`src/rtl/core/jsl_pkg.sv`:
```
package jsl_pkg;

  localparam int KEY_MAX      = 8;
  localparam int POS_BITS     = 16;
  localparam int DEPTH_BITS   = 8;
  localparam int RECENT_DEPTH = KEY_MAX + 2;
  localparam int OFFSET_W     = 16;
  localparam int KEY_W        = 64;
  localparam int KEY_LEN_W    = 4;

  localparam logic [POS_BITS-1:0]   POS_MAX   = {POS_BITS{1'b1}};
  localparam logic [DEPTH_BITS-1:0] DEPTH_MAX = {DEPTH_BITS{1'b1}};

  localparam logic [1:0] PH_SEARCH = 2'd0;
  localparam logic [1:0] PH_BLANKS = 2'd1;
  localparam logic [1:0] PH_OBJECT = 2'd2;
  localparam logic [1:0] PH_DONE   = 2'd3;

  localparam logic [2:0] ST_FOUND  = 3'd0;
  localparam logic [2:0] ST_NOKEY  = 3'd1;
  localparam logic [2:0] ST_NOTOBJ = 3'd2;
  localparam logic [2:0] ST_UNBAL  = 3'd3;
  localparam logic [2:0] ST_OVER   = 3'd4;

  localparam logic [0:0] REG_KEY_CHARS  = 1'b0;
  localparam logic [0:0] REG_KEY_LENGTH = 1'b1;

  localparam logic [7:0] CH_LBRACE = 8'h7B;
  localparam logic [7:0] CH_RBRACE = 8'h7D;
  localparam logic [7:0] CH_SPACE  = 8'h20;
  localparam logic [7:0] CH_TAB    = 8'h09;
  localparam logic [7:0] CH_QUOTE  = 8'h22;
  localparam logic [7:0] CH_COLON  = 8'h3A;
  localparam logic [7:0] CH_BSLASH = 8'h5C;

  typedef struct packed {
    logic [7:0] text_byte;
    logic       last_byte;
  } item_t;

  typedef struct packed {
    logic [2:0]          status;
    logic [OFFSET_W-1:0] object_start;
    logic [OFFSET_W-1:0] object_end;
  } result_t;

endpackage

```
`src/rtl/core/jsl_in_reg.sv`:
```
module jsl_in_reg (
  input  logic          clk,
  input  logic          rst,
  input  logic          byte_valid,
  output logic          byte_stall,
  input  jsl_pkg::item_t item,
  input  logic          fire,
  output logic          held_valid,
  output jsl_pkg::item_t held_item
);
  import jsl_pkg::*;

  logic accept;

  assign byte_stall = held_valid && !fire;
  assign accept     = byte_valid && !byte_stall;

  always_ff @(posedge clk) begin
    if (rst) begin
      held_valid <= 1'b0;
    end else if (accept) begin
      held_valid <= 1'b1;
    end else if (fire) begin
      held_valid <= 1'b0;
    end
  end

  always_ff @(posedge clk) begin
    if (accept) begin
      held_item <= item;
    end
  end

endmodule

```
`src/rtl/core/jsl_scan.sv`:
```
module jsl_scan (
  input  logic                      clk,
  input  logic                      rst,
  input  logic                      held_valid,
  input  jsl_pkg::item_t            held_item,
  input  logic [jsl_pkg::KEY_W-1:0] key_chars,
  input  logic [jsl_pkg::KEY_LEN_W-1:0] key_length,
  input  logic                      out_free,
  output logic                      fire,
  output logic                      res_valid,
  output jsl_pkg::result_t          result
);
  import jsl_pkg::*;

  logic [1:0]            phase, phase_next;
  logic [7:0]            recent [RECENT_DEPTH];
  logic [POS_BITS-1:0]   byte_position, byte_position_next;
  logic [POS_BITS-1:0]   brace_start, brace_start_next;
  logic [DEPTH_BITS-1:0] nesting_depth, nesting_depth_next;
  logic                  inside_string, inside_string_next;
  logic                  escape_pending, escape_pending_next;

  logic [KEY_LEN_W-1:0]  len;
  logic [KEY_MAX:0]      len_match;
  logic                  hit;
  logic [7:0]            c;
  logic                  last;
  logic [DEPTH_BITS-1:0] depth_dec;

  assign c    = held_item.text_byte;
  assign last = held_item.last_byte;
  assign len  = (key_length > KEY_LEN_W'(KEY_MAX)) ? KEY_LEN_W'(KEY_MAX) : key_length;

  // one candidate per key length, all at fixed taps
  always_comb begin
    for (int l = 0; l <= KEY_MAX; l++) begin
      len_match[l] = (recent[0] == CH_QUOTE) && (recent[l+1] == CH_QUOTE);
      for (int k = 0; k < KEY_MAX; k++) begin
        if (k < l) begin
          if (recent[l-k] != key_chars[8*k +: 8]) begin
            len_match[l] = 1'b0;
          end
        end
      end
    end
  end

  always_comb begin
    hit = 1'b0;
    for (int l = 0; l <= KEY_MAX; l++) begin
      if (len == KEY_LEN_W'(l)) begin
        hit = len_match[l];
      end
    end
    hit = hit && (c == CH_COLON);
  end

  assign depth_dec = (nesting_depth != '0) ? nesting_depth - 1'b1 : '0;

  always_comb begin
    phase_next          = phase;
    byte_position_next  = byte_position;
    brace_start_next    = brace_start;
    nesting_depth_next  = nesting_depth;
    inside_string_next  = inside_string;
    escape_pending_next = escape_pending;
    res_valid           = 1'b0;
    result.status       = ST_FOUND;
    result.object_start = '0;
    result.object_end   = '0;

    unique case (phase)
      PH_SEARCH: begin
        if (hit) begin
          phase_next = PH_BLANKS;
        end
      end
      PH_BLANKS: begin
        if (c == CH_LBRACE) begin
          brace_start_next    = byte_position;
          nesting_depth_next  = DEPTH_BITS'(1);
          inside_string_next  = 1'b0;
          escape_pending_next = 1'b0;
          phase_next          = PH_OBJECT;
        end else if (c != CH_SPACE && c != CH_TAB) begin
          res_valid     = 1'b1;
          result.status = ST_NOTOBJ;
          phase_next    = PH_DONE;
        end
      end
      PH_OBJECT: begin
        if (escape_pending) begin
          escape_pending_next = 1'b0;
        end else if (inside_string) begin
          if (c == CH_BSLASH) begin
            escape_pending_next = 1'b1;
          end else if (c == CH_QUOTE) begin
            inside_string_next = 1'b0;
          end
        end else if (c == CH_QUOTE) begin
          inside_string_next = 1'b1;
        end else if (c == CH_LBRACE) begin
          if (nesting_depth == DEPTH_MAX) begin
            res_valid     = 1'b1;
            result.status = ST_OVER;
            phase_next    = PH_DONE;
          end else begin
            nesting_depth_next = nesting_depth + 1'b1;
          end
        end else if (c == CH_RBRACE) begin
          nesting_depth_next = depth_dec;
          if (depth_dec == '0) begin
            res_valid           = 1'b1;
            result.status       = ST_FOUND;
            result.object_start = OFFSET_W'(brace_start);
            result.object_end   = OFFSET_W'(byte_position);
            phase_next          = PH_DONE;
          end
        end
      end
      default: begin
      end
    endcase

    if (!res_valid && phase_next != PH_DONE) begin
      if (last) begin
        res_valid     = 1'b1;
        result.status = (phase_next == PH_SEARCH) ? ST_NOKEY :
                        (phase_next == PH_BLANKS) ? ST_NOTOBJ : ST_UNBAL;
        phase_next    = PH_DONE;
      end else if (byte_position == POS_MAX) begin
        res_valid     = 1'b1;
        result.status = ST_OVER;
        phase_next    = PH_DONE;
      end else begin
        byte_position_next = byte_position + 1'b1;
      end
    end
  end

  assign fire = held_valid && (!res_valid || out_free);

  always_ff @(posedge clk) begin
    if (rst || (fire && last)) begin
      phase          <= PH_SEARCH;
      byte_position  <= '0;
      brace_start    <= '0;
      nesting_depth  <= '0;
      inside_string  <= 1'b0;
      escape_pending <= 1'b0;
      for (int i = 0; i < RECENT_DEPTH; i++) begin
        recent[i] <= '0;
      end
    end else if (fire) begin
      phase          <= phase_next;
      byte_position  <= byte_position_next;
      brace_start    <= brace_start_next;
      nesting_depth  <= nesting_depth_next;
      inside_string  <= inside_string_next;
      escape_pending <= escape_pending_next;
      if (phase == PH_SEARCH) begin
        recent[0] <= c;
        for (int i = 1; i < RECENT_DEPTH; i++) begin
          recent[i] <= recent[i-1];
        end
      end
    end
  end

endmodule

```
`src/rtl/core/jsl_out_reg.sv`:
```
module jsl_out_reg (
  input  logic             clk,
  input  logic             rst,
  input  logic             load,
  input  jsl_pkg::result_t result,
  output logic             out_free,
  output logic             result_valid,
  input  logic             result_stall,
  output jsl_pkg::result_t held
);
  import jsl_pkg::*;

  assign out_free = !result_valid || !result_stall;

  always_ff @(posedge clk) begin
    if (rst) begin
      result_valid <= 1'b0;
    end else if (load) begin
      result_valid <= 1'b1;
    end else if (!result_stall) begin
      result_valid <= 1'b0;
    end
  end

  always_ff @(posedge clk) begin
    if (load) begin
      held <= result;
    end
  end

endmodule

```
`src/rtl/core/json_subobject_locator.sv`:
```
// channel  | handshake                 | payload
// ---------+---------------------------+--------------------------------------
// byte     | byte_valid / byte_stall   | text_byte, last_byte
// result   | result_valid/result_stall | status, object_start, object_end
// cfg      | cfg_valid / cfg_ready     | cfg_index, cfg_data
//
// One byte per cycle unless the result channel stalls; an accepted byte waits in the
// input register, and any result it yields is loaded into the result register.
// Synchronous reset clears scan state and key registers; cfg_ready is always high.
// A byte without a result never waits; a byte with one waits only while the
// result register is full and stalled.
module json_subobject_locator (
  input  logic                             clk,
  input  logic                             rst,
  input  logic                             byte_valid,
  output logic                             byte_stall,
  input  logic [7:0]                       text_byte,
  input  logic                             last_byte,
  output logic                             result_valid,
  input  logic                             result_stall,
  output logic [2:0]                       status,
  output logic [jsl_pkg::OFFSET_W-1:0]     object_start,
  output logic [jsl_pkg::OFFSET_W-1:0]     object_end,
  input  logic                             cfg_valid,
  output logic                             cfg_ready,
  input  logic [0:0]                       cfg_index,
  input  logic [jsl_pkg::KEY_W-1:0]        cfg_data
);
  import jsl_pkg::*;

  logic [KEY_W-1:0]     key_chars;
  logic [KEY_LEN_W-1:0] key_length;
  item_t                item;
  item_t                held_item;
  logic                 held_valid;
  logic                 fire;
  logic                 res_valid;
  logic                 out_free;
  result_t              result;
  result_t              held_result;

  assign cfg_ready = 1'b1;

  always_ff @(posedge clk) begin
    if (rst) begin
      key_chars  <= '0;
      key_length <= '0;
    end else if (cfg_valid && cfg_ready) begin
      unique case (cfg_index)
        REG_KEY_CHARS:  key_chars  <= cfg_data;
        REG_KEY_LENGTH: key_length <= cfg_data[KEY_LEN_W-1:0];
        default: begin
        end
      endcase
    end
  end

  assign item.text_byte = text_byte;
  assign item.last_byte = last_byte;

  jsl_in_reg u_in_reg (
    .clk        (clk),
    .rst        (rst),
    .byte_valid (byte_valid),
    .byte_stall (byte_stall),
    .item       (item),
    .fire       (fire),
    .held_valid (held_valid),
    .held_item  (held_item)
  );

  jsl_scan u_scan (
    .clk        (clk),
    .rst        (rst),
    .held_valid (held_valid),
    .held_item  (held_item),
    .key_chars  (key_chars),
    .key_length (key_length),
    .out_free   (out_free),
    .fire       (fire),
    .res_valid  (res_valid),
    .result     (result)
  );

  jsl_out_reg u_out_reg (
    .clk          (clk),
    .rst          (rst),
    .load         (fire && res_valid),
    .result       (result),
    .out_free     (out_free),
    .result_valid (result_valid),
    .result_stall (result_stall),
    .held         (held_result)
  );

  assign status       = held_result.status;
  assign object_start = held_result.object_start;
  assign object_end   = held_result.object_end;

endmodule

```
`config.mk`:
```
export PLATFORM = sky130hd
export DESIGN_NAME = json_subobject_locator
export DESIGN_NICKNAME = d
export VERILOG_FILES = /design/src/rtl/core/jsl_pkg.sv /design/src/rtl/core/jsl_in_reg.sv /design/src/rtl/core/jsl_scan.sv /design/src/rtl/core/jsl_out_reg.sv /design/src/rtl/core/json_subobject_locator.sv
export SDC_FILE = /design/constraint.sdc
export NUM_CORES = 1
export LEC_CHECK = 0
export CAP_MARGIN = 20
export CORE_UTILIZATION = 55
export CTS_BUF_LIST = sky130_fd_sc_hd__clkbuf_16
export DETAILED_ROUTE_END_ITERATION = 10
export DONT_BUFFER_PORTS = 1
export HOLD_SLACK_MARGIN = 0.06
export PLACE_DENSITY = 0.7
export SETUP_SLACK_MARGIN = 0.5
export SYNTH_ARGS = -nofsm -noshare
export SYNTH_HDL_FRONTEND = slang
export SYNTH_SLANG_ARGS = --single-unit
```
`constraint.sdc`:
```
create_clock -name clk -period 21.1 [get_ports clk]
set_clock_uncertainty 0.05 [all_clocks]
set_input_delay 1.055 -clock clk [delete_from_list [all_inputs] [get_ports clk]]
set_output_delay 1.055 -clock clk [all_outputs]
set_load 0.05 [all_outputs]
```
==> run metrics <==
largest stage delay on the critical path=870 ps; post-place setup slack=15330 ps; via count of the first global-routing pass=10410; post-synthesis instance area=13700 um^2; area of combinational cells with multiple inputs=7043 um^2; number of antenna-violating nets in the routed design=0; critical path fanouts, max=34; most numerous cell types in the synthesized netlist=sky130_fd_sc_hd__xnor2_1, sky130_fd_sc_hd__nand2_1, sky130_fd_sc_hd__edfxtp_1; Post-Route Hold Slack=402.0 ps; slowest CP cell=sky130_fd_sc_hd__nor2_2; mean instance size in the synthesized netlist=9.376 um^2; Cell Chain, Critical Path=clkinv_1, ha_1, nor3b_1, a2111oi_0, nor3_1, nor2_2, o221ai_1, o21a_1, nor2_1; Inserted Diodes=0; post-cts hold buffer count=0; area used by sequential logic in the layout=6006 um^2; post-CTS setup repair buffer count=0; pin count of the biggest net entering global routing=81; proportion of register bits with asynchronous set or reset after synthesis=0; CTS Buffer Depth=3; minimum clock period after layout=5847 ps; nets=1454; setup repair after global routing missed its margin=false; Slew Limit Headroom=0.2558; final-report hold violation count=0; synthesized netlist net count=1547; Max Clk Rate=171.0 MHz; global routing usage summed across all routing layers=0.3348; clock-pin slew of the registers on the worst-case setup and hold paths=60 ps; Mapped Cells=1461; layout cells sized above 1=0.05119; max cap viols=0; clock tree root driver cell=sky130_fd_sc_hd__clkbuf_16; GRT overflow=0; most numerous cell in the Yosys netlist=sky130_fd_sc_hd__xnor2_1; number of synthesized flops with an enable pin=124; transition time at the pin with the least slew margin=1115 ps; sequential cell area fraction in the yosys report=0.4384; Residual DRC=0; die height=159.8 um; worst min-delay path class=reg -> reg; total power divided by cell area=75.67 nW/um^2; Clock Sinks=238; number of vias after detailed routing=10590; clock tree from TritonCTS=done; count of different cell masters after synthesis=73; number of clock buffers inserted by TritonCTS=25; Layout Area Growth over Synthesis=5.234%; aggregate negative setup slack=0 ps; Crit path required time=20000 ps; Arr. time, crit path=4740 ps; Wirelength per Cell=24.91 um; crit path kind=reg -> out; count of endpoints failing setup in the final report=0; final core utilization=0.5910; drt initial violations=1012; initial cell density of the core=0.5616; largest area contributor in the synthesized netlist=sky130_fd_sc_hd__edfxtp_1; most instantiated flip-flop cell in the synthesis netlist=sky130_fd_sc_hd__edfxtp_1; Die Wd=159.8 um; routability-driven placement congestion ratio=1.008; number of placement rows=57; antenna violations before repair=0; Slew Limit Fails=0; count of instances resized after the clock tree is built=0; HPWL after DPL=29660 um; router iterations before antenna repair=7; H-tree depth=1; type of element capturing the critical path=output port; crit share post-route=0.2771; setup ws final=15250 ps; placeable core region=24390 um^2; crit path launch type=register; total of warnings raised by yosys=0; static leakage power=4.707 nW; final routed wirelength across all metal layers=42620 um; count of boundary I/O pins=117; fill cell total of the finished layout=2143; area share of the largest cell type after synthesis=0.2718; largest cells by area after synthesis=sky130_fd_sc_hd__edfxtp_1, sky130_fd_sc_hd__dfxtp_1, sky130_fd_sc_hd__xnor2_1; number of synthesized register bits=238; peak supply drop=0.06572 mV; per-cell via count in the routed design=6.192; Die Area=25540 um^2; run status=complete, no violations; input/output buffers=0; clock insertion delay at the later pin of the skew report=560 ps; first-pass GRT wire length=64230 um
==> sequential cells by signal, summed over array words and instances (netlist names) <==
register and flops:
u_scan.recent 80, key_length 4, u_scan.escape_pending 1, u_scan.nesting_depth 8
u_in_reg.held_item 9, u_in_reg.held_valid 1, key_chars 64, u_out_reg.held 35
u_scan.inside_string 1, u_scan.phase 2, u_out_reg.result_valid 1, u_scan.brace_start 16
u_scan.byte_position 16
==> critical path, delay by kind of cell, from the launching register on <==
family | cells | cell delay (ps)
buffers and inverters | 1 | 270
flip-flops | 1 | 440
adder cells (fa/ha/maj) | 1 | 340
AO/OA/AOI/OAI | 3 | 1270
AND/OR/NAND/NOR | 4 | 1880
==> logic make-up (layout without fill, tap and decap cells) <==
logic type / after synthesis / in the layout / synth area share
AND/OR/NAND/NOR: 584 / 584 / 0.2324
other: 1 / 1 / 0.0002738
XOR/XNOR: 275 / 275 / 0.1758
AO/OA/AOI/OAI: 171 / 171 / 0.08184
flip-flops: 238 / 238 / 0.4384
buffers and inverters: 164 / 90 / 0.04951
multiplexers: 21 / 21 / 0.01535
adder cells (fa/ha/maj): 7 / 7 / 0.006394
==> area by class of cell <==
cell class / count / area share
clock inverter: 21 / 0.007378
multi-input combinational: 1059 / 0.4886
tap: 324 / 0.02812
sequential: 238 / 0.4166
clock buffer: 25 / 0.04340
inverter: 27 / 0.007031
timing repair buffer: 17 / 0.008853
==> where the power goes <==
part	internal (mW)	total (mW)	switching (mW)	leakage, nW
sequential	0.509	0.568	0.0583	2.24
combinational	0.0598	0.126	0.0658	2.07
clock	0.216	0.398	0.182	0.402
total	0.785	1.09	0.306	4.71
==> per-stage QoR <==
stage	cell area [um^2]	cells	power, mW
finish	14420	1711	1.091
global route	14420	1711	1.125
CTS	14420	1711	1.093
detailed placement	13680	1665	0.6986
global placement	13680	1665	0.6979
floorplan	13700	1461	0.6578
==> layout by cell type (no fill, tap or decap), types with 31 or more instances in the layout <==
cell	instances
sky130_fd_sc_hd__dfxtp_1	114
sky130_fd_sc_hd__nand3_1	32
sky130_fd_sc_hd__nor4_1	31
sky130_fd_sc_hd__nand2_1	197
sky130_fd_sc_hd__and2_1	88
sky130_fd_sc_hd__edfxtp_1	124
sky130_fd_sc_hd__inv_1	34
sky130_fd_sc_hd__xnor2_1	250
sky130_fd_sc_hd__and3_1	41
sky130_fd_sc_hd__nand4_1	72
sky130_fd_sc_hd__a21oi_1	79
==> final timing paths <==
| check | start | slack, ps | to | cells past startpoint |
|---|---|---|---|---|
| worst min register to register | key_chars[59] | 400 | key_chars[59] | 2 |
| worst min-delay path | key_chars[59] | 400 | key_chars[59] | 2 |
| worst max-delay path | u_scan.nesting_depth[0] | 15250 | byte_stall | 9 |
| worst max register to register | u_scan.nesting_depth[0] | 15280 | u_scan.recent[4][0] | 13 |
==> metal layers <==
layer | vias to the layer above | wire length (um) | part of all wire | GRT usage
met4 | 0 | 2396 | 0.056 | 0.1697
li1 | 4871 | - | - | -
met1 | 5126 | 16790 | 0.39 | 0.4148
met2 | 454 | 20140 | 0.47 | 0.5607
met3 | 143 | 3292 | 0.077 | 0.06052
met5 | - | 0 | 0 | 0
Note: power is estimated with default switching activity, not from simulation.
